<file path="config.mk">
export PLATFORM = sky130hd
export DESIGN_NAME = leap_second_clock_adjust
export DESIGN_NICKNAME = d
export VERILOG_FILES = /design/src/rtl/lsca_pkg.sv /design/src/rtl/lsca_dp.sv /design/src/rtl/lsca_ctrl.sv /design/src/rtl/leap_second_clock_adjust.sv
export VERILOG_INCLUDE_DIRS = /design/src /design/src/rtl
export SDC_FILE = /design/constraint.sdc
export NUM_CORES = 1
export LEC_CHECK = 0
export ABC_CLOCK_PERIOD_IN_PS = 8400
export BUFFER_PORTS_ARGS = -buffer_cell sky130_fd_sc_hd__buf_2
export CORE_ASPECT_RATIO = 1.5
export CORE_UTILIZATION = 35
export DETAILED_ROUTE_END_ITERATION = 7
export MAX_ROUTING_LAYER = met4
export SYNTH_ARGS = -nofsm -noshare
export SYNTH_HDL_FRONTEND = slang
export SYNTH_HIERARCHICAL = 1
export SYNTH_SLANG_ARGS = --single-unit
</file>
<file path="constraint.sdc">
create_clock -name clk -period 8.4 [get_ports clk]
set_input_delay 0.42 -clock clk [delete_from_list [all_inputs] [get_ports clk]]
set_output_delay 0.42 -clock clk [all_outputs]
set_load 0.05 [all_outputs]
</file>
<file path="src/rtl/leap_second_clock_adjust_assert.svh">
// Assertion macros for the leap second adjust block; empty under synthesis.
`ifndef LEAP_SECOND_CLOCK_ADJUST_ASSERT_SVH
`define LEAP_SECOND_CLOCK_ADJUST_ASSERT_SVH
`ifndef SYNTHESIS
// Same-cycle implication, sampled on clk, off while rst_n is low.
`define LSCA_ASSERT_SAME(lbl, ante, cons) \
  lbl: assert property (@(posedge clk) disable iff (!rst_n) (ante) |-> (cons)) \
    else $error("lsca: same-cycle check failed");
// Next-cycle implication, sampled on clk, off while rst_n is low.
`define LSCA_ASSERT_NEXT(lbl, ante, cons) \
  lbl: assert property (@(posedge clk) disable iff (!rst_n) (ante) |=> (cons)) \
    else $error("lsca: next-cycle check failed");
`else
`define LSCA_ASSERT_SAME(lbl, ante, cons)
`define LSCA_ASSERT_NEXT(lbl, ante, cons)
`endif
`endif

</file>
<file path="src/rtl/lsca_pkg.sv">
// Shared types and constants of the leap second adjust block.
`timescale 1ns / 1ps
package lsca_pkg;

  localparam int SEC_W  = 34;
  localparam int DAYS_W = 18;   // day count of any 34-bit time
  localparam int REM_W  = 17;   // remainder below one day
  localparam int PROD_W = 35;   // day count times seconds per day
  localparam int YD_W   = 9;    // day of year incl. year length

  // day count = (seconds >> 7) / 675, the divide done as a reciprocal multiply
  localparam int DAY_SHIFT   = 7;                    // 86400 = 675 * 2^7
  localparam int HI_W        = SEC_W - DAY_SHIFT;    // shifted seconds
  localparam int RECIP_W     = 28;
  localparam int RECIP_SHIFT = 37;
  localparam int DPROD_W     = HI_W + RECIP_W;
  localparam logic [RECIP_W-1:0] DAY_RECIP = 28'd203613265;  // ceil(2^37 / 675)

  localparam logic [SEC_W-1:0]  SEC_MAX  = '1;
  localparam logic [REM_W-1:0]  DAY_SECS = 17'd86400;
  localparam logic [PROD_W-1:0] PROD_LIM = 35'h4_0000_0000;  // 2^34

  localparam logic [YD_W-1:0] YEAR_DAYS      = 9'd365;
  localparam logic [YD_W-1:0] LEAP_YEAR_DAYS = 9'd366;

  // 1970 modulo 4, 100 and 400
  localparam logic [1:0] Y4_INIT   = 2'd2;
  localparam logic [6:0] Y100_INIT = 7'd70;
  localparam logic [8:0] Y400_INIT = 9'd370;
  localparam logic [6:0] Y100_LAST = 7'd99;
  localparam logic [8:0] Y400_LAST = 9'd399;

  localparam logic [3:0] LAST_MONTH = 4'd11;
  localparam logic [3:0] MARCH_IDX  = 4'd2;

  localparam logic [YD_W-1:0] MONTH_START [13] = '{
    9'd0, 9'd31, 9'd59, 9'd90, 9'd120, 9'd151, 9'd181,
    9'd212, 9'd243, 9'd273, 9'd304, 9'd334, 9'd365
  };

  localparam logic OP_SET  = 1'b0;
  localparam logic OP_READ = 1'b1;

  localparam logic [1:0] CODE_NONE   = 2'd0;
  localparam logic [1:0] CODE_INSERT = 2'd1;
  localparam logic [1:0] CODE_DELETE = 2'd2;
  localparam logic [1:0] CODE_ALARM  = 2'd3;

  typedef struct packed {
    logic             opcode;
    logic [SEC_W-1:0] raw_seconds;
    logic [1:0]       leap_code;
  } in_word_t;

  typedef struct packed {
    logic [SEC_W-1:0] corrected_seconds;
    logic             second_sixty;
    logic [1:0]       effective_code;
    logic [SEC_W-1:0] leap_point_out;
  } out_word_t;

  // controller -> datapath
  typedef struct packed {
    logic load;        // capture input word
    logic div_step;    // latch day count
    logic year_init;
    logic year_step;
    logic month_step;
    logic nsd_load;    // latch first day of next month
    logic mul;
    logic store;       // write leap point
    logic ans_load;    // fill output register
  } cmd_t;

  // datapath -> controller
  typedef struct packed {
    logic walk;        // incoming word is a set with nonzero code
    logic year_done;
    logic month_done;
  } sts_t;

endpackage

</file>
<file path="src/rtl/lsca_dp.sv">
// Datapath: day divider, year/month walk, leap point store and answer logic.
`timescale 1ns / 1ps
module lsca_dp (
  input  logic                clk,
  input  logic                rst_n,
  input  lsca_pkg::in_word_t  in_word,
  input  lsca_pkg::cmd_t      cmd,
  output lsca_pkg::sts_t      sts,
  output lsca_pkg::out_word_t out_word
);

  logic [lsca_pkg::SEC_W-1:0]  raw_r;
  logic [1:0]                  code_r;
  logic [lsca_pkg::SEC_W-1:0]  lp_r;
  logic [lsca_pkg::DAYS_W-1:0] quo_r;
  logic [lsca_pkg::DAYS_W-1:0] rest_r;
  logic [1:0]                  y4_r;
  logic [6:0]                  y100_r;
  logic [8:0]                  y400_r;
  logic [3:0]                  mon_r;
  logic [lsca_pkg::DAYS_W-1:0] nsd_r;
  logic [lsca_pkg::PROD_W-1:0] prod_r;
  lsca_pkg::out_word_t         out_r;

  logic [lsca_pkg::DPROD_W-1:0] day_prod;
  logic                        leap_yr;
  logic [lsca_pkg::YD_W-1:0]   year_len;
  logic [3:0]                  mon_nx;
  logic [lsca_pkg::YD_W-1:0]   next_start;
  logic [lsca_pkg::SEC_W:0]    raw_x;
  logic [lsca_pkg::SEC_W:0]    lp_x;
  logic [lsca_pkg::SEC_W:0]    lp1_x;
  lsca_pkg::out_word_t         ans;

  // days = (raw >> 7) / 675 by reciprocal multiply, exact over the 27-bit range
  assign day_prod = {{lsca_pkg::RECIP_W{1'b0}},
                     raw_r[lsca_pkg::SEC_W-1:lsca_pkg::DAY_SHIFT]} *
                    {{lsca_pkg::HI_W{1'b0}}, lsca_pkg::DAY_RECIP};

  // Gregorian rule from running residues of the year
  assign leap_yr  = (y4_r == 2'd0 && y100_r != 7'd0) || (y400_r == 9'd0);
  assign year_len = leap_yr ? lsca_pkg::LEAP_YEAR_DAYS : lsca_pkg::YEAR_DAYS;

  assign mon_nx     = mon_r + 4'd1;
  assign next_start = lsca_pkg::MONTH_START[mon_nx] +
                      ((mon_nx >= lsca_pkg::MARCH_IDX && leap_yr) ? 9'd1 : 9'd0);

  assign sts.walk       = in_word.opcode == lsca_pkg::OP_SET &&
                          in_word.leap_code != lsca_pkg::CODE_NONE;
  assign sts.year_done  = rest_r < {9'd0, year_len};
  assign sts.month_done = rest_r < {9'd0, next_start} || mon_r >= lsca_pkg::LAST_MONTH;

  // answer from the current state
  assign raw_x = {1'b0, raw_r};
  assign lp_x  = {1'b0, lp_r};
  assign lp1_x = lp_x + 35'd1;

  always_comb begin
    ans.corrected_seconds = raw_r;
    ans.second_sixty      = 1'b0;
    ans.effective_code    = code_r;
    ans.leap_point_out    = lp_r;
    unique case (code_r)
      lsca_pkg::CODE_INSERT: begin
        if (raw_x > lp_x) ans.corrected_seconds = raw_r - 34'd1;
        if (raw_x == lp1_x) ans.second_sixty = 1'b1;
        if (raw_x > lp1_x) ans.effective_code = lsca_pkg::CODE_NONE;
      end
      lsca_pkg::CODE_DELETE: begin
        if (raw_r >= lp_r) begin
          ans.corrected_seconds = (raw_r == lsca_pkg::SEC_MAX) ? lsca_pkg::SEC_MAX
                                                               : raw_r + 34'd1;
          ans.effective_code    = lsca_pkg::CODE_NONE;
        end
      end
      lsca_pkg::CODE_NONE, lsca_pkg::CODE_ALARM: begin
      end
      default: begin
      end
    endcase
  end

  // leap state
  always_ff @(posedge clk) begin
    if (!rst_n) begin
      code_r <= lsca_pkg::CODE_NONE;
      lp_r   <= '0;
    end else begin
      if (cmd.load && in_word.opcode == lsca_pkg::OP_SET) code_r <= in_word.leap_code;
      if (cmd.store) begin
        lp_r <= (prod_r > lsca_pkg::PROD_LIM) ? lsca_pkg::SEC_MAX
                                              : lsca_pkg::SEC_W'(prod_r - 35'd1);
      end
    end
  end

  // working registers
  always_ff @(posedge clk) begin
    if (cmd.load) raw_r <= in_word.raw_seconds;
    if (cmd.div_step) quo_r <= day_prod[lsca_pkg::DPROD_W-1:lsca_pkg::RECIP_SHIFT];
    if (cmd.year_init) begin
      rest_r <= quo_r;
      y4_r   <= lsca_pkg::Y4_INIT;
      y100_r <= lsca_pkg::Y100_INIT;
      y400_r <= lsca_pkg::Y400_INIT;
      mon_r  <= '0;
    end
    if (cmd.year_step) begin
      rest_r <= rest_r - {9'd0, year_len};
      y4_r   <= y4_r + 2'd1;
      y100_r <= (y100_r == lsca_pkg::Y100_LAST) ? 7'd0 : y100_r + 7'd1;
      y400_r <= (y400_r == lsca_pkg::Y400_LAST) ? 9'd0 : y400_r + 9'd1;
    end
    if (cmd.month_step) mon_r <= mon_nx;
    if (cmd.nsd_load) nsd_r <= quo_r - rest_r + {9'd0, next_start};
    if (cmd.mul) begin
      prod_r <= {{(lsca_pkg::PROD_W - lsca_pkg::DAYS_W){1'b0}}, nsd_r} *
                {{(lsca_pkg::PROD_W - lsca_pkg::REM_W){1'b0}}, lsca_pkg::DAY_SECS};
    end
    if (cmd.ans_load) out_r <= ans;
  end

  assign out_word = out_r;

endmodule

</file>
<file path="src/rtl/lsca_ctrl.sv">
// Controller: sequences leap sets through divide, walks, multiply and answer.
`timescale 1ns / 1ps
module lsca_ctrl (
  input  logic           clk,
  input  logic           rst_n,
  input  logic           in_valid,
  output logic           in_stall,
  output logic           out_valid,
  input  logic           out_stall,
  input  lsca_pkg::sts_t sts,
  output lsca_pkg::cmd_t cmd
);

  typedef enum logic [7:0] {
    S_IDLE  = 8'b0000_0001,
    S_DIV   = 8'b0000_0010,
    S_YINIT = 8'b0000_0100,
    S_YEAR  = 8'b0000_1000,
    S_MONTH = 8'b0001_0000,
    S_MUL   = 8'b0010_0000,
    S_STORE = 8'b0100_0000,
    S_ANS   = 8'b1000_0000
  } state_t;

  state_t state_r, state_nxt;
  logic   out_valid_r, out_valid_nxt;
  logic   out_free;

  assign out_free = !out_valid_r || !out_stall;

  always_comb begin
    state_nxt = state_r;
    cmd       = '0;
    unique case (state_r)
      S_IDLE: begin
        if (in_valid) begin
          cmd.load  = 1'b1;
          state_nxt = sts.walk ? S_DIV : S_ANS;
        end
      end
      S_DIV: begin
        cmd.div_step = 1'b1;
        state_nxt    = S_YINIT;
      end
      S_YINIT: begin
        cmd.year_init = 1'b1;
        state_nxt     = S_YEAR;
      end
      S_YEAR: begin
        if (sts.year_done) state_nxt = S_MONTH;
        else cmd.year_step = 1'b1;
      end
      S_MONTH: begin
        if (sts.month_done) begin
          cmd.nsd_load = 1'b1;
          state_nxt    = S_MUL;
        end else begin
          cmd.month_step = 1'b1;
        end
      end
      S_MUL: begin
        cmd.mul   = 1'b1;
        state_nxt = S_STORE;
      end
      S_STORE: begin
        cmd.store = 1'b1;
        state_nxt = S_ANS;
      end
      S_ANS: begin
        if (out_free) begin
          cmd.ans_load = 1'b1;
          state_nxt    = S_IDLE;
        end
      end
      default: state_nxt = S_IDLE;
    endcase
  end

  always_comb begin
    out_valid_nxt = out_valid_r;
    if (cmd.ans_load) out_valid_nxt = 1'b1;
    else if (!out_stall) out_valid_nxt = 1'b0;
  end

  always_ff @(posedge clk) begin
    if (!rst_n) begin
      state_r     <= S_IDLE;
      out_valid_r <= 1'b0;
    end else begin
      state_r     <= state_nxt;
      out_valid_r <= out_valid_nxt;
    end
  end

  assign in_stall  = state_r != S_IDLE;
  assign out_valid = out_valid_r;

endmodule

</file>
<file path="src/rtl/leap_second_clock_adjust.sv">
// Top level of the NTP leap second adjust block.
`timescale 1ns / 1ps
// Leap second adjust. Each input word is a set (opcode 0) or a read (opcode 1)
// and yields exactly one output word. A set stores the 2-bit leap code; with a
// nonzero code it also computes the leap point, the last second of the UTC
// month holding raw_seconds, and stores it (saturated to 2^34-1). Every word
// answers with raw_seconds corrected by the stored code, the 23:59:60 flag,
// the effective code (0 once the leap is past) and the stored leap point.
// One word is in work at a time; in_stall is high from acceptance until the
// answer moves into the output register, which holds it while out_stall is
// high, so the next word can be taken while the last answer waits.
// Sequence: a read, or a set with code 0, is accepted and then answered. A set
// with a nonzero code is accepted, then divided by 86400 (shift by 7, then a
// reciprocal multiply for 675), then initialises the walk, walks whole years
// from 1970 one year per step (up to 544) and months one per step (up to 11),
// then ends each walk, multiplies, stores and answers. A held answer delays
// the answer of the next word until out_stall falls.
module leap_second_clock_adjust (
  input  logic                clk,
  input  logic                rst_n,
  input  logic                in_valid,
  output logic                in_stall,
  input  lsca_pkg::in_word_t  in_word,
  output logic                out_valid,
  input  logic                out_stall,
  output lsca_pkg::out_word_t out_word
);

`include "leap_second_clock_adjust_assert.svh"

  lsca_pkg::cmd_t cmd;
  lsca_pkg::sts_t sts;

  lsca_ctrl u_ctrl (
    .clk       (clk),
    .rst_n     (rst_n),
    .in_valid  (in_valid),
    .in_stall  (in_stall),
    .out_valid (out_valid),
    .out_stall (out_stall),
    .sts       (sts),
    .cmd       (cmd)
  );

  lsca_dp u_dp (
    .clk      (clk),
    .rst_n    (rst_n),
    .in_word  (in_word),
    .cmd      (cmd),
    .sts      (sts),
    .out_word (out_word)
  );

  // an accepted word blocks the input until answered
  `LSCA_ASSERT_NEXT(a_busy_after_accept, in_valid && !in_stall, in_stall)
  // a new answer always shows up as valid
  `LSCA_ASSERT_NEXT(a_answer_valid, cmd.ans_load, out_valid)
  // a held answer is never overwritten
  `LSCA_ASSERT_SAME(a_no_overwrite, out_valid && out_stall, !cmd.ans_load)
  // a taken answer with nothing behind it leaves the port empty
  `LSCA_ASSERT_NEXT(a_drain, out_valid && !out_stall && !cmd.ans_load, !out_valid)

endmodule
</file>
==> Flow_metrics.wiki, run 1 <==
{| class="wikitable"
! Metric !! Value
|-
| EDFF count, synth || 203
|-
| Number of rows created at floorplan || around 130
|-
| Maximum clock path buffer count || 3
|-
| Count of input and output buffers || 113
|-
| Top-Level Pins || between 100 and 150
|-
| Syn_nets || between 3000 and 4000
|-
| Count of warnings emitted by yosys || 6
|-
| Total track usage || 0.201
|-
| Number of global-route vias before repair || roughly 22000
|-
| CTS sink count || 242
|-
| Pin count of the biggest net entering global routing || about 70
|-
| Number of distinct standard cells referenced by the synthesized netlist || between 80 and 90
|-
| Primary flip-flop cell chosen by synthesis mapping || edfxtp_1
|-
| Synthesized area divided by synthesized cell count || approximately 9.8 um^2
|-
| Routability congestion estimate || around 0.96
|-
| Initial cell density of the core || 0.355
|-
| Placed wire-length estimate after detailed placement || ~66000 um
|-
| Number of antenna violations at the first check in global routing || 2
|-
| Clock root cell || clkbuf_16
|-
| CTS buffer count || 29
|-
| Seq cells post-synth || around 240
|-
| Setup repair bufs after CTS || 0
|-
| Result of the run || stopped before the end
|-
| Stage where the flow stopped || detailed routing
|-
| Error that stopped the run || [ERROR DRT-0255] Maze Route cannot find path of net out_word[46] in worker of routeBox ( 193200 144900 ) ( 235215 193200 ).
|-
| First-pass GRT wire length || 125000 um
|-
| CTS H-tree lvls || 1
|-
| Async SR Flop Fraction || 0
|-
| Placed cells || ~4000
|-
| Register area share after synthesis || 0.241
|-
| Mapped Cells || ~2900
|-
| Netlist area before placement || between 0.02 and 0.03 mm^2
|-
| Remaining global-route overflow || 0
|-
| Die Y-Extent || around 350 um
|-
| Die outline width || roughly 240 um
|}
[per-layer routing]
metal	GRT usage
met1	0.231
met4	0.0847
met2	0.359
met3	0.0198
met5	-
[synth_stat cells (20+ instances only)]
cell | count | area share
inv_1 | 574 | 0.075
ha_1 | 535 | 0.23
fa_1 | 240 | 0.17
edfxtp_1 | 203 | 0.21
nor2_1 | 158 | 0.021
a21oi_1 | 122 | 0.021
xnor2_1 | 106 | 0.033
nand2_1 | 100 | 0.013
o21ai_0 | 97 | 0.017
nand3_1 | 71 | 0.012
nor3_1 | 58 | 0.010
a21o_1 | 56 | 0.015
clkbuf_1 | 48 | 0.0063
nand4_1 | 48 | 0.011
dfxtp_1 | 39 | 0.027
nand2b_1 | 29 | 0.0064
nor2b_1 | 28 | 0.0061
xor2_1 | 28 | 0.0086
or3_1 | 26 | 0.0057
a31oi_1 | 24 | 0.0053
nor4_1 | 23 | 0.0050
o21a_1 | 21 | 0.0055
mux2i_1 | 20 | 0.0070
[stage by stage]
stage / util / hold WS (ns) / setup WS [ns] / instance area, um^2
3_5_place_dp: 0.379 / 0.521 / 1.06 / 30400
3_3_place_gp: 0.379 / 0.508 / 1.29 / 30400
2_1_floorplan: - / 0.406 / 1.97 / 28600
4_1_cts: 0.392 / 0.00744 / 1.03 / 31600
5_1_grt: 0.392 / 0.0122 / 0.657 / 31600
[kinds of logic after synthesis]
group | count (synthesis) | synth area share
muxes | 26 | 0.00938
AOI/OAI and AO/OA | 453 | 0.102
buffers and inverters | 640 | 0.0861
xor gates and xnor gates | 134 | 0.0411
adders and majority gates | 775 | 0.403
and+or+nand+nor | 636 | 0.118
DFF | 242 | 0.241
[what timing repair did]
item / CTS / global route
hold buffers: 19 / 0
endpoints found under the hold margin: 19 / 0
gates resized for setup: 0 / 0
==> run 2: changes to the inputs <==
- CORE_ASPECT_RATIO: 1.5 -> unset
- CORE_UTILIZATION: 35 -> 20
- MAX_ROUTING_LAYER: met4 -> unset
- PLACE_DENSITY_LB_ADDON: unset -> 0.15
==> run 2 against run 1 <==
The flow now finishes without violations. Global-route usage fell by 6.3 points. Area after synthesis stayed put. Synthesized cell count unchanged.
==> Flow_metrics.wiki, run 2 <==
{| class="wikitable"
! Metric !! Value
|-
| Result of the run || completed
|-
| Number of flip-flops in the largest register || 65
|-
| Comb pwr share || 0.760
|-
| Slew Limit Headroom || 0.240
|-
| Highest-count cells in the layout ignoring fill and taps || inv_1, ha_1, fa_1, edfxtp_1, nor2_1
|-
| Clk Latency, worst-skew pair || 0.58 ns
|-
| Synthesis-to-layout area growth || 14.5%
|-
| Fmax || ~140 MHz
|-
| Layout fillers || between 15000 and 20000
|-
| Initial cell density of the core || 0.202 (-0.153)
|-
| Worst path required time || around 8.7 ns
|-
| Post-CTS Resized || 0 (unchanged)
|-
| RSZ-0062 raised after global routing || false
|-
| First drt pass iteration count || 7
|-
| Clock root cell || clkbuf_16
|-
| Seq cells post-synth || 242 (unchanged)
|-
| Iteration-0 DRC Markers || 1241
|-
| Die outline width || 380 um (+61%)
|-
| DR vias/cell || 4.30
|-
| Utilization after layout || 0.231
|-
| IR drop worst, VDD || between 0.5 and 0.6 mV
|-
| Remaining global-route overflow || 0 (unchanged)
|-
| Largest area contributor in the netlist || ha_1
|-
| Max-slew violations || 0
|-
| Routability congestion estimate || 0.854 (-11%)
|-
| Worst-case register-to-register setup slack || about 1.1 ns
|-
| CTS clock-pin slew for the worst setup and hold paths || around 0.08 ns
|-
| First-pass GRT wire length || 150000 um (+20%)
|-
| Clock period minus final worst setup slack || around 7.3 ns
|-
| Global-route track usage on met1 || 0.203 (-0.0277)
|-
| Primary flip-flop cell chosen by synthesis mapping || edfxtp_1
|-
| Routed wire length || between 90000 and 100000 um
|-
| CTS tree || built
|-
| Worst path cell trace || ha_1 -> fa_1 -> inv_1 -> fa_1 -> fa_1 -> inv_1 -> fa_1 -> inv_1 -> fa_1 -> inv_1 -> fa_1 -> ha_1 -> a21o_1 -> a21o_1 -> a221o_1 -> a31oi_1 -> o21ai_0 -> o21ai_0 -> nand2b_1 -> a211oi_1 -> xnor2_1
|-
| Pin count of the biggest net entering global routing || 63 (-11%)
|-
| Startpoint type of the worst setup path || flip-flop
|-
| Area of the multi-input gates || 0.0193 mm^2
|-
| Placed wire-length estimate after detailed placement || 82000 um (+24%)
|-
| Storage element area || slightly below 0.007 mm^2
|-
| Async SR Flop Fraction || 0 (unchanged)
|-
| Core box area || ~0.14 mm^2
|-
| Origin of the worst min-delay path || in_word[16]
|-
| Via count || ~21000
|-
| Mapped Cells || 2906 (unchanged)
|-
| CP Data Arrival Time || between 7 and 8 ns
|-
| Critical path class || reg -> reg
|-
| Portion of total power attributed to the clock network || 0.113
|-
| Final Hold Violating Endpoints || 0
|-
| Net switching power || between 6 and 7 mW
|-
| Reg2reg start || u_dp/raw_r[28]
|-
| Count of warnings emitted by yosys || 6 (unchanged)
|-
| CTS sink count || 242 (unchanged)
|-
| CTS H-tree lvls || 2 (+1)
|-
| Post-DR wirelength/cell || 20.1 um
|-
| Dominant cells by area after synthesis || ha_1, edfxtp_1, fa_1, inv_1, xnor2_1
|-
| Die Outline Area || between 0.1 and 0.15 mm^2
|-
| Top cell types by occurrence after synthesis || inv_1, ha_1, fa_1
|-
| Count of input and output buffers || 113 (unchanged)
|-
| EDFF count, synth || 203 (unchanged)
|-
| Setup repair bufs after CTS || 0 (unchanged)
|-
| Most utilized layer in the global route result || met2
|-
| Buffers and inverters on the worst path || 4
|-
| Internal power || around 6.4 mW
|-
| Number of global-route vias before repair || 22000 (+0.90%)
|-
| CTS buffer count || 34 (+17%)
|-
| Cts-stage hold buffer count || 1 (-18)
|-
| Synthesized area divided by synthesized cell count || 9.83 um^2 (unchanged)
|-
| Critical Path Fanout Max || 16
|-
| Number of rows created at floorplan || 138 (+8.7%)
|-
| Top cell type's share of synthesized area || 0.234 (unchanged)
|-
| Net switching fraction of the power || 0.508
|-
| Final Net Count || around 3900
|-
| Setup tns final || 0 ns
|-
| Die Y-Extent || 380 um (+8.0%)
|-
| Pwr dens || between 300 and 400 mW/mm^2
|-
| Register area share after synthesis || 0.241 (unchanged)
|-
| Top-Level Pins || 114 (unchanged)
|-
| Total leakage power || 14.7 nW
|-
| Setup violation total in the final timing report || 0
|-
| Final cycle utilization of the critical path || 0.869
|-
| Commonest non-fill, non-tap cell in the layout || inv_1
|-
| Worst path slowest cell || edfxtp_1
|-
| CP peak stage delay || between 0.9 and 1 ns
|-
| Cell occurring most often along the worst timing path || fa_1
|-
| Number of design rule violations left after detail routing || 0
|-
| Met2 usage || 0.218 (-0.140)
|-
| Total track usage || 0.138 (-0.0632)
|-
| Met3 routing resource usage after global routing || 0.0153 (-0.00446)
|-
| Leading cell type by number of instances after synthesis || inv_1
|-
| Number of antenna violations at the first check in global routing || 11 (+9)
|-
| Clock Skew || approximately 0.045 ns
|-
| Netlist area before placement || 0.0286 mm^2 (unchanged)
|-
| Worst min-delay path class || in -> reg
|-
| Maximum clock path buffer count || 3 (unchanged)
|-
| Layout cells sized above 1 || 0.0816
|-
| Syn_nets || 3722 (unchanged)
|-
| CP endpoint kind || flip-flop
|-
| Number of distinct standard cells referenced by the synthesized netlist || 84 (unchanged)
|-
| Crit path launch || u_dp/raw_r[28]
|-
| Antenna-violating nets left || 0
|-
| Worst Tran Pin Value || between 1 and 1.5 ns
|-
| CP top delay family || adder cells
|-
| Max-cap violations || 0
|-
| Sequential Power Share || 0.127
|-
| Total power after layout || between 10 and 15 mW
|}
==> run 2: final timing paths <==
check	to	depth (start not counted)
setup reg to reg	u_dp/quo_r[11]	21
setup / recovery	u_dp/quo_r[11]	21
hold reg to reg	u_dp/out_word[28]	0
hold / removal	u_dp/raw_r[14]	1
==> run 2: stage by stage <==
stage	hold WS [ns]	setup slack (ns)	cells	area (um^2)
2_1_floorplan	0.406	1.97	2906	28600
3_3_place_gp	0.445	1.07	4891	31600
3_5_place_dp	0.443	0.924	4891	31600
4_1_cts	0.00601	0.906	4953	32700
5_1_grt	0.0128	0.580	4953	32700
6_report	0.0460	1.10	4954	32700
==> run 2: metal layers <==
metal,vias up,routed length [um],part of all wire
met2,415,44200,0.44
met5,-,0,0
met4,0,1550,0.016
met1,10600,50600,0.51
li1,10200,-,-
met3,74,3280,0.033
==> run 2: cell families (layout without fill, tap and decap cells) <==
kind of cell | count (synthesis) | after routing | share of synthesized area
adders and majority gates | 775 | 775 | 0.403
buffers and inverters | 640 | 797 | 0.0861
and+or+nand+nor | 636 | 636 | 0.118
AOI/OAI and AO/OA | 453 | 453 | 0.102
DFF | 242 | 242 | 0.241
xor gates and xnor gates | 134 | 134 | 0.0411
muxes | 26 | 26 | 0.00938
other | 0 | 1 | 0
==> run 2: power by group through the flow <==
stage               combinational [mW]  sequential [mW]  clock [mW]
floorplan                         6.85             1.68           0
global placement                  10.1             1.67           0
detailed placement                9.87             1.66           0
CTS                               10.0             1.64        1.53
global route                      11.5             1.65        1.57
finish                            9.81             1.64        1.46
==> run 2: cell type report <==
class,instances,area share
Multi-Input combinational cell,2024,0.589
Clock buffer,40,0.0267
Tap cell,1890,0.0723
Inverter,575,0.0660
Antenna cell,1,0.0000765
Clock inverter,21,0.00674
Sequential cell,242,0.210
Timing Repair Buffer,161,0.0284
No activity file was read; power rests on OpenSTA's default activity.
==> run 3: changes to the inputs <==
- ABC_CLOCK_PERIOD_IN_PS: 8400 -> unset
- CORE_MARGIN: unset -> 10
- GPL_ROUTABILITY_DRIVEN: unset -> 1
==> run 3 against run 2 <==
Non-clock buffer count grew 22. Clock skew shrank 0.0084 ns. Worst hold slack gained 0.024 ns. Critical path depth is the same. Sequential power is essentially flat. Count of clock-buffer cells in the layout shrank 4. Critical endpoint is now u_dp/quo_r[12]. Largest cell class unchanged.
==> Flow_metrics.wiki, run 3 (synthesized netlist as in run 2, its figures left out) <==
{| class="wikitable"
! Metric !! Value
|-
| Clock period minus final worst setup slack || 7.37 ns (+0.0693 ns)
|-
| Number of global-route vias before repair || 22100 (+0.30%)
|-
| Worst min-delay path class || in -> reg
|-
| Post-DR wirelength/cell || 20.2 um (+0.65%)
|-
| Total leakage power || 14.7 nW (+0.46%)
|-
| Buffers and inverters on the worst path || 5 (+1)
|-
| Highest-count cells in the layout ignoring fill and taps || inv_1, ha_1, fa_1, edfxtp_1, nor2_1
|-
| Number of antenna violations at the first check in global routing || 14 (+3)
|-
| Top-Level Pins || 114 (unchanged)
|-
| First drt pass iteration count || 5 (-2)
|-
| Pwr dens || 391 mW/mm^2 (-1.0%)
|-
| RSZ-0062 raised after global routing || false
|-
| Die Outline Area || 0.158 mm^2 (+9.7%)
|-
| Hold_ws || 0.0699 ns (+0.0239 ns)
|-
| Worst path required time || 8.77 ns (+0.07 ns)
|-
| Critical path class || reg -> reg
|-
| Count of input and output buffers || 113 (unchanged)
|-
| Number of flip-flops in the largest register || 65 (unchanged)
|-
| Final cycle utilization of the critical path || 0.878 (+0.00825)
|-
| CP endpoint kind || flip-flop
|-
| DR vias/cell || 4.26 (-1.0%)
|-
| Clock Skew || 0.0370 ns (-0.00836 ns)
|-
| Number of design rule violations left after detail routing || 0 (unchanged)
|-
| Cts-stage hold buffer count || 20 (+19)
|-
| IR drop worst, VDD || 0.491 mV (-9.6%)
|-
| Core box area || 0.142 mm^2 (+0.12%)
|-
| Setup tns final || 0 ns (unchanged)
|-
| Post-CTS Resized || 0 (unchanged)
|-
| CTS clock-pin slew for the worst setup and hold paths || 0.07 ns (about the same)
|-
| Initial cell density of the core || 0.201 (-0.000246)
|-
| First-pass GRT wire length || 150000 um (about the same)
|-
| Synthesis-to-layout area growth || 15.0%
|-
| Area of the multi-input gates || 0.0193 mm^2 (unchanged)
|-
| Iteration-0 DRC Markers || 1253 (+0.97%)
|-
| Pin count of the biggest net entering global routing || 60 (-4.8%)
|-
| Setup violation total in the final timing report || 0 (unchanged)
|-
| Setup repair bufs after CTS || 0 (unchanged)
|-
| Layout fillers || 15500 (-0.71%)
|-
| Max-cap violations || 0 (unchanged)
|-
| CP peak stage delay || 0.90 ns (about the same)
|-
| CTS buffer count || 30 (-12%)
|-
| Placed wire-length estimate after detailed placement || 83800 um (+2.2%)
|-
| CP Data Arrival Time || 7.74 ns (+0.13 ns)
|-
| Final setup slack of the worst path || 1.03 ns (-0.0693 ns)
|-
| Clock root cell || clkbuf_16
|-
| Max-slew violations || 0 (unchanged)
|-
| CTS tree || built
|-
| Worst path slowest cell || edfxtp_1
|-
| Via count || 21200 (-0.67%)
|-
| Total track usage || 0.126 (-0.0126)
|-
| CP top delay family || adder cells
|-
| Die outline width || 398 um (+4.7%)
|-
| Result of the run || completed
|-
| Worst Tran Pin Value || 1.16 ns (+0.0218 ns)
|-
| Critical Path Fanout Max || 14 (-2)
|-
| CTS H-tree lvls || 1 (-1)
|-
| Number of rows created at floorplan || 138 (unchanged)
|-
| Startpoint type of the worst setup path || flip-flop
|-
| Worst path cell trace || inv_1 -> ha_1 -> ha_1 -> inv_1 -> fa_1 -> fa_1 -> fa_1 -> inv_1 -> fa_1 -> inv_1 -> fa_1 -> inv_1 -> ha_1 -> a211oi_1 -> o21ai_0 -> a31oi_1 -> o21ai_0 -> o21ai_0 -> a21oi_1 -> o41ai_1 -> xnor2_1
|-
| Sequential Power Share || 0.128 (about the same)
|-
| Worst slack at placement || 0.974 ns (+0.0499 ns)
|-
| Die Y-Extent || 398 um (+4.7%)
|-
| Internal power || 6.30 mW (-0.88%)
|-
| Antenna-violating nets left || 0 (unchanged)
|-
| Layout cells sized above 1 || 0.0825 (+0.000848)
|-
| Routability congestion estimate || 0.811 (-5.0%)
|-
| Final Net Count || 3872 (+0.47%)
|-
| Portion of total power attributed to the clock network || 0.108 (-0.005)
|-
| Final Hold Violating Endpoints || 0 (unchanged)
|-
| Slew Limit Headroom || 0.220 (-0.0203)
|-
| Net switching power || 6.54 mW (-0.26%)
|-
| Commonest non-fill, non-tap cell in the layout || inv_1
|-
| Fmax || 136 MHz (-0.94%)
|-
| Storage element area || 0.00688 mm^2 (unchanged)
|-
| Maximum clock path buffer count || 3 (unchanged)
|-
| Comb pwr share || 0.764 (+0.004)
|-
| Routed wire length || 101000 um (+1.0%)
|-
| Clk Latency, worst-skew pair || 0.63 ns (+0.05 ns)
|-
| Remaining global-route overflow || 0 (unchanged)
|-
| Net switching fraction of the power || 0.510 (+0.00155)
|-
| CTS sink count || 242 (unchanged)
|}
-- run 3: final timing paths --
check,from,end,slack [ns],cells past startpoint
setup / recovery,u_dp/raw_r[22],u_dp/quo_r[12],1.03,21
hold / removal,in_word[17],u_dp/raw_r[15],0.07,1
setup reg to reg,u_dp/raw_r[22],u_dp/quo_r[12],1.03,21
hold reg to reg,u_dp/lp_r[24],u_dp/out_word[24],0.53,0
-- run 3: per-stage QoR --
stage	cell area, um^2	power [mW]	utilization	cells
final	32800	12.8	0.232	4972
after CTS	32800	13.1	0.232	4970
after global routing	32800	14.5	0.232	4970
after detailed placement	31600	11.5	0.223	4894
after global placement	31600	11.7	0.223	4894
after floorplan	28600	8.53	-	2906
-- run 3: power groups by stage --
stage	logic [mW]	clock network, mW	registers, mW
finish	9.81	1.39	1.64
global placement	9.99	0	1.67
floorplan	6.85	0	1.68
CTS	10.0	1.45	1.64
global route	11.3	1.49	1.65
detailed placement	9.82	0	1.67
-- run 3: routing by layer --
layer	up-vias	GRT usage	wire length, um
met5	-	0	18
met4	2	0.0276	2400
met3	93	0.0168	4090
met2	411	0.195	43500
met1	10400	0.183	50600
li1	10300	-	-
-- run 3: layout make-up --
type | count | area share
timing repair buffer | 183 | 0.0347
clock buffer | 36 | 0.0248
antenna | 2 | 0.000152
sequential | 242 | 0.209
multi-input combinational | 2024 | 0.587
clock inverter | 20 | 0.00652
tap | 1890 | 0.0720
inverter | 575 | 0.0657
==> run 4: changes to the inputs <==
- clock period: 8.4 -> 6.95 ns (I/O delays scaled with it)
==> run 4 against run 3 <==
Highest routed layer unchanged. Register-to-register slack got worse by 0.75 ns. Clock power rose by 24%. Critical path type unchanged. Sequential share of layout area shrank 0.41 points. Routed wire length increased by 1.2%.
==> Flow_metrics.wiki, run 4 (synthesized netlist as in run 2, its figures left out) <==
{| class="wikitable"
! Metric !! Value
|-
| Result of the run || completed
|-
| Die Outline Area || 0.158 mm^2 (unchanged)
|-
| Layout fillers || 15400 (-0.45%)
|-
| Reg2reg start || u_dp/raw_r[20]
|-
| Initial cell density of the core || 0.201 (unchanged)
|-
| Clock root cell || clkbuf_16
|-
| Origin of the worst min-delay path || in_word[35]
|-
| Worst slack at placement || 0.0811 ns (-0.893 ns)
|-
| Count of input and output buffers || 113 (unchanged)
|-
| Final setup slack of the worst path || 0.279 ns (-0.748 ns)
|-
| Number of design rule violations left after detail routing || 0 (unchanged)
|-
| Remaining global-route overflow || 0 (unchanged)
|-
| Portion of total power attributed to the clock network || 0.104 (-0.004)
|-
| Setup violation total in the final timing report || 0 (unchanged)
|-
| # diodes || 0 (-2)
|-
| Antenna-violating nets left || 0 (unchanged)
|-
| Sink of the worst hold path || u_dp/raw_r[33]
|-
| CTS buffer count || 34 (+13%)
|-
| Iteration-0 DRC Markers || 1128 (-10%)
|-
| R2r worst-path depth || 24 (+14%)
|-
| Slew Limit Headroom || 0.179 (-0.0409)
|-
| Sequential Power Share || 0.116 (-0.012)
|-
| CP Data Arrival Time || 7.06 ns (-0.68 ns)
|-
| Clock Skew || 0.0356 ns (-0.00144 ns)
|-
| Worst path required time || 7.34 ns (-1.43 ns)
|-
| Finished layout cell area || 0.0335 mm^2 (+2.0%)
|-
| Max-slew violations || 0 (unchanged)
|-
| Number of antenna violations at the first check in global routing || 14 (unchanged)
|-
| Placed Instance Area || 0.0320 mm^2 (+1.4%)
|-
| Number of rows created at floorplan || 138 (unchanged)
|-
| DR vias/cell || 4.25 (-0.14%)
|-
| CP endpoint kind || flip-flop
|-
| Internal power || 8.45 mW (+34%)
|-
| CTS H-tree lvls || 2 (+1)
|-
| Layout cells sized above 1 || 0.106 (+0.0234)
|-
| IR drop worst, VDD || 0.636 mV (+30%)
|-
| Clock period minus final worst setup slack || 6.67 ns (-0.702 ns)
|-
| Comb pwr share || 0.780 (+0.016)
|-
| Die outline width || 398 um (unchanged)
|-
| First-pass GRT wire length || 152000 um (+1.8%)
|-
| Pin count of the biggest net entering global routing || 60 (unchanged)
|-
| Highest-count cells in the layout ignoring fill and taps || inv_1, ha_1, fa_1, edfxtp_1, nor2_1
|-
| Critical path class || reg -> reg
|-
| Top-Level Pins || 114 (unchanged)
|-
| Core box area || 0.142 mm^2 (unchanged)
|-
| Pwr dens || 499 mW/mm^2 (+28%)
|-
| Critical Path Fanout Max || 5 (-9)
|-
| Net switching power || 8.25 mW (+26%)
|-
| Maximum clock path buffer count || 3 (unchanged)
|-
| Total track usage || 0.128 (+0.00240)
|-
| Final cycle utilization of the critical path || 0.960 (+0.0821)
|-
| Fmax || 150 MHz (+11%)
|-
| Worst-case register-to-register setup slack || 0.28 ns (-0.75 ns)
|-
| Via count || 21400 (+1.1%)
|-
| Clk Latency, worst-skew pair || 0.57 ns (-0.06 ns)
|-
| Cell depth of the worst min-delay path || 1 (unchanged)
|-
| Die Y-Extent || 398 um (unchanged)
|-
| Number of global-route vias before repair || 22400 (+1.8%)
|-
| Worst min-delay path class || in -> reg
|-
| Routability congestion estimate || 0.832 (+2.5%)
|-
| Placed wire-length estimate after detailed placement || 84400 um (+0.75%)
|-
| Synthesis-to-layout area growth || 17.3%
|-
| Number of flip-flops in the largest register || 65 (unchanged)
|-
| Max-cap violations || 0 (unchanged)
|-
| CTS clock-pin slew for the worst setup and hold paths || 0.07 ns (about the same)
|-
| First drt pass iteration count || 5 (unchanged)
|-
| Commonest non-fill, non-tap cell in the layout || inv_1
|-
| Reg-to-reg endpoint || u_dp/quo_r[17]
|-
| CTS sink count || 242 (unchanged)
|-
| Total leakage power || 15.1 nW (+2.3%)
|-
| Startpoint type of the worst setup path || flip-flop
|-
| Final Net Count || 3938 (+1.7%)
|-
| Final Hold Violating Endpoints || 0 (unchanged)
|-
| CTS tree || built
|-
| Routed wire length || 102000 um (+1.2%)
|-
| Worst Tran Pin Value || 1.23 ns (+0.0736 ns)
|-
| Post-DR wirelength/cell || 20.2 um (about the same)
|-
| Net switching fraction of the power || 0.494 (-0.0159)
|}
[run 4: stage by stage]
step | util | total power [mW] | setup TNS, ns | std cells | hold slack [ns]
after global placement | 0.226 | 14.5 | 0 | 4946 | 0.476
final | 0.236 | 16.7 | 0 | 5034 | 0.0578
after CTS | 0.235 | 16.3 | 0 | 5025 | 0.0000560
after floorplan | - | 10.3 | 0 | 2906 | 0.406
after detailed placement | 0.226 | 14.3 | 0 | 4946 | 0.499
after global routing | 0.236 | 18.8 | -0.00500 | 5034 | 0.0129
[run 4: power groups by stage]
stage / Sequential (mW) / Clock (mW) / Combinational [mW]
after floorplan: 2.02 / 0 / 8.28
after global placement: 1.98 / 0 / 12.5
after detailed placement: 1.97 / 0 / 12.3
after CTS: 1.95 / 1.82 / 12.6
after global routing: 1.95 / 1.86 / 15.0
final: 1.95 / 1.73 / 13.0
[run 4: timing repair]
action | 4_1_cts | 5_1_grt
setup buffers | 0 | 9
resized for setup | 1 | 28
pin swaps | 0 | 13
cloned | 0 | 0
setup endpoints to repair | 3 | 12
hold endpoints to repair | 21 | 0
hold buffers | 21 | 0
[run 4: critical path, stage by stage (launching register included)]
cell and delay [ns]:
edfxtp_1 0.56, inv_1 0.19, ha_1 0.38, ha_1 0.34, fa_1 0.51, inv_1 0.05
fa_1 0.47, fa_1 0.55, inv_1 0.08, fa_1 0.56, inv_1 0.08, fa_1 0.53
inv_1 0.04, ha_1 0.22, nand2_2 0.08, nand3_1 0.08, a31oi_1 0.19, o22ai_2 0.12
buf_6 0.17, nor3b_4 0.15, buf_4 0.15, o211ai_1 0.35, a21oi_2 0.12, or2_2 0.32
o211ai_1 0.17
[run 4: area by class of cell]
class	instances	area, um^2	area share
multi-input combinational	2024	19400	0.578
tap	1890	2360	0.0706
clock inverter	20	190	0.00568
sequential	242	6880	0.205
timing repair buffer	245	1670	0.0497
inverter	575	2160	0.0644
clock buffer	38	866	0.0259
[run 4: worst max-delay path by stage]
stage | start | endpoint | slack [ns] | depth (start not counted)
after CTS | u_dp/raw_r[20] | u_dp/quo_r[17] | 0.07 | 24
after detailed placement | u_dp/raw_r[14] | u_dp/quo_r[17] | 0.08 | 23
after floorplan | u_dp/raw_r[30] | u_dp/quo_r[12] | 0.52 | 22
after global routing | u_dp/raw_r[14] | u_dp/quo_r[10] | -0.005 | 24
after global placement | u_dp/raw_r[14] | u_dp/quo_r[14] | 0.09 | 23
final | u_dp/raw_r[20] | u_dp/quo_r[17] | 0.28 | 24
[run 4: routing by layer]
metal | wire [um] | share of wire | global-route usage
met5 | 8 | 0.000079 | 0
met4 | 1510 | 0.015 | 0.0222
met3 | 4100 | 0.040 | 0.0155
met2 | 44700 | 0.44 | 0.201
met1 | 51500 | 0.51 | 0.188
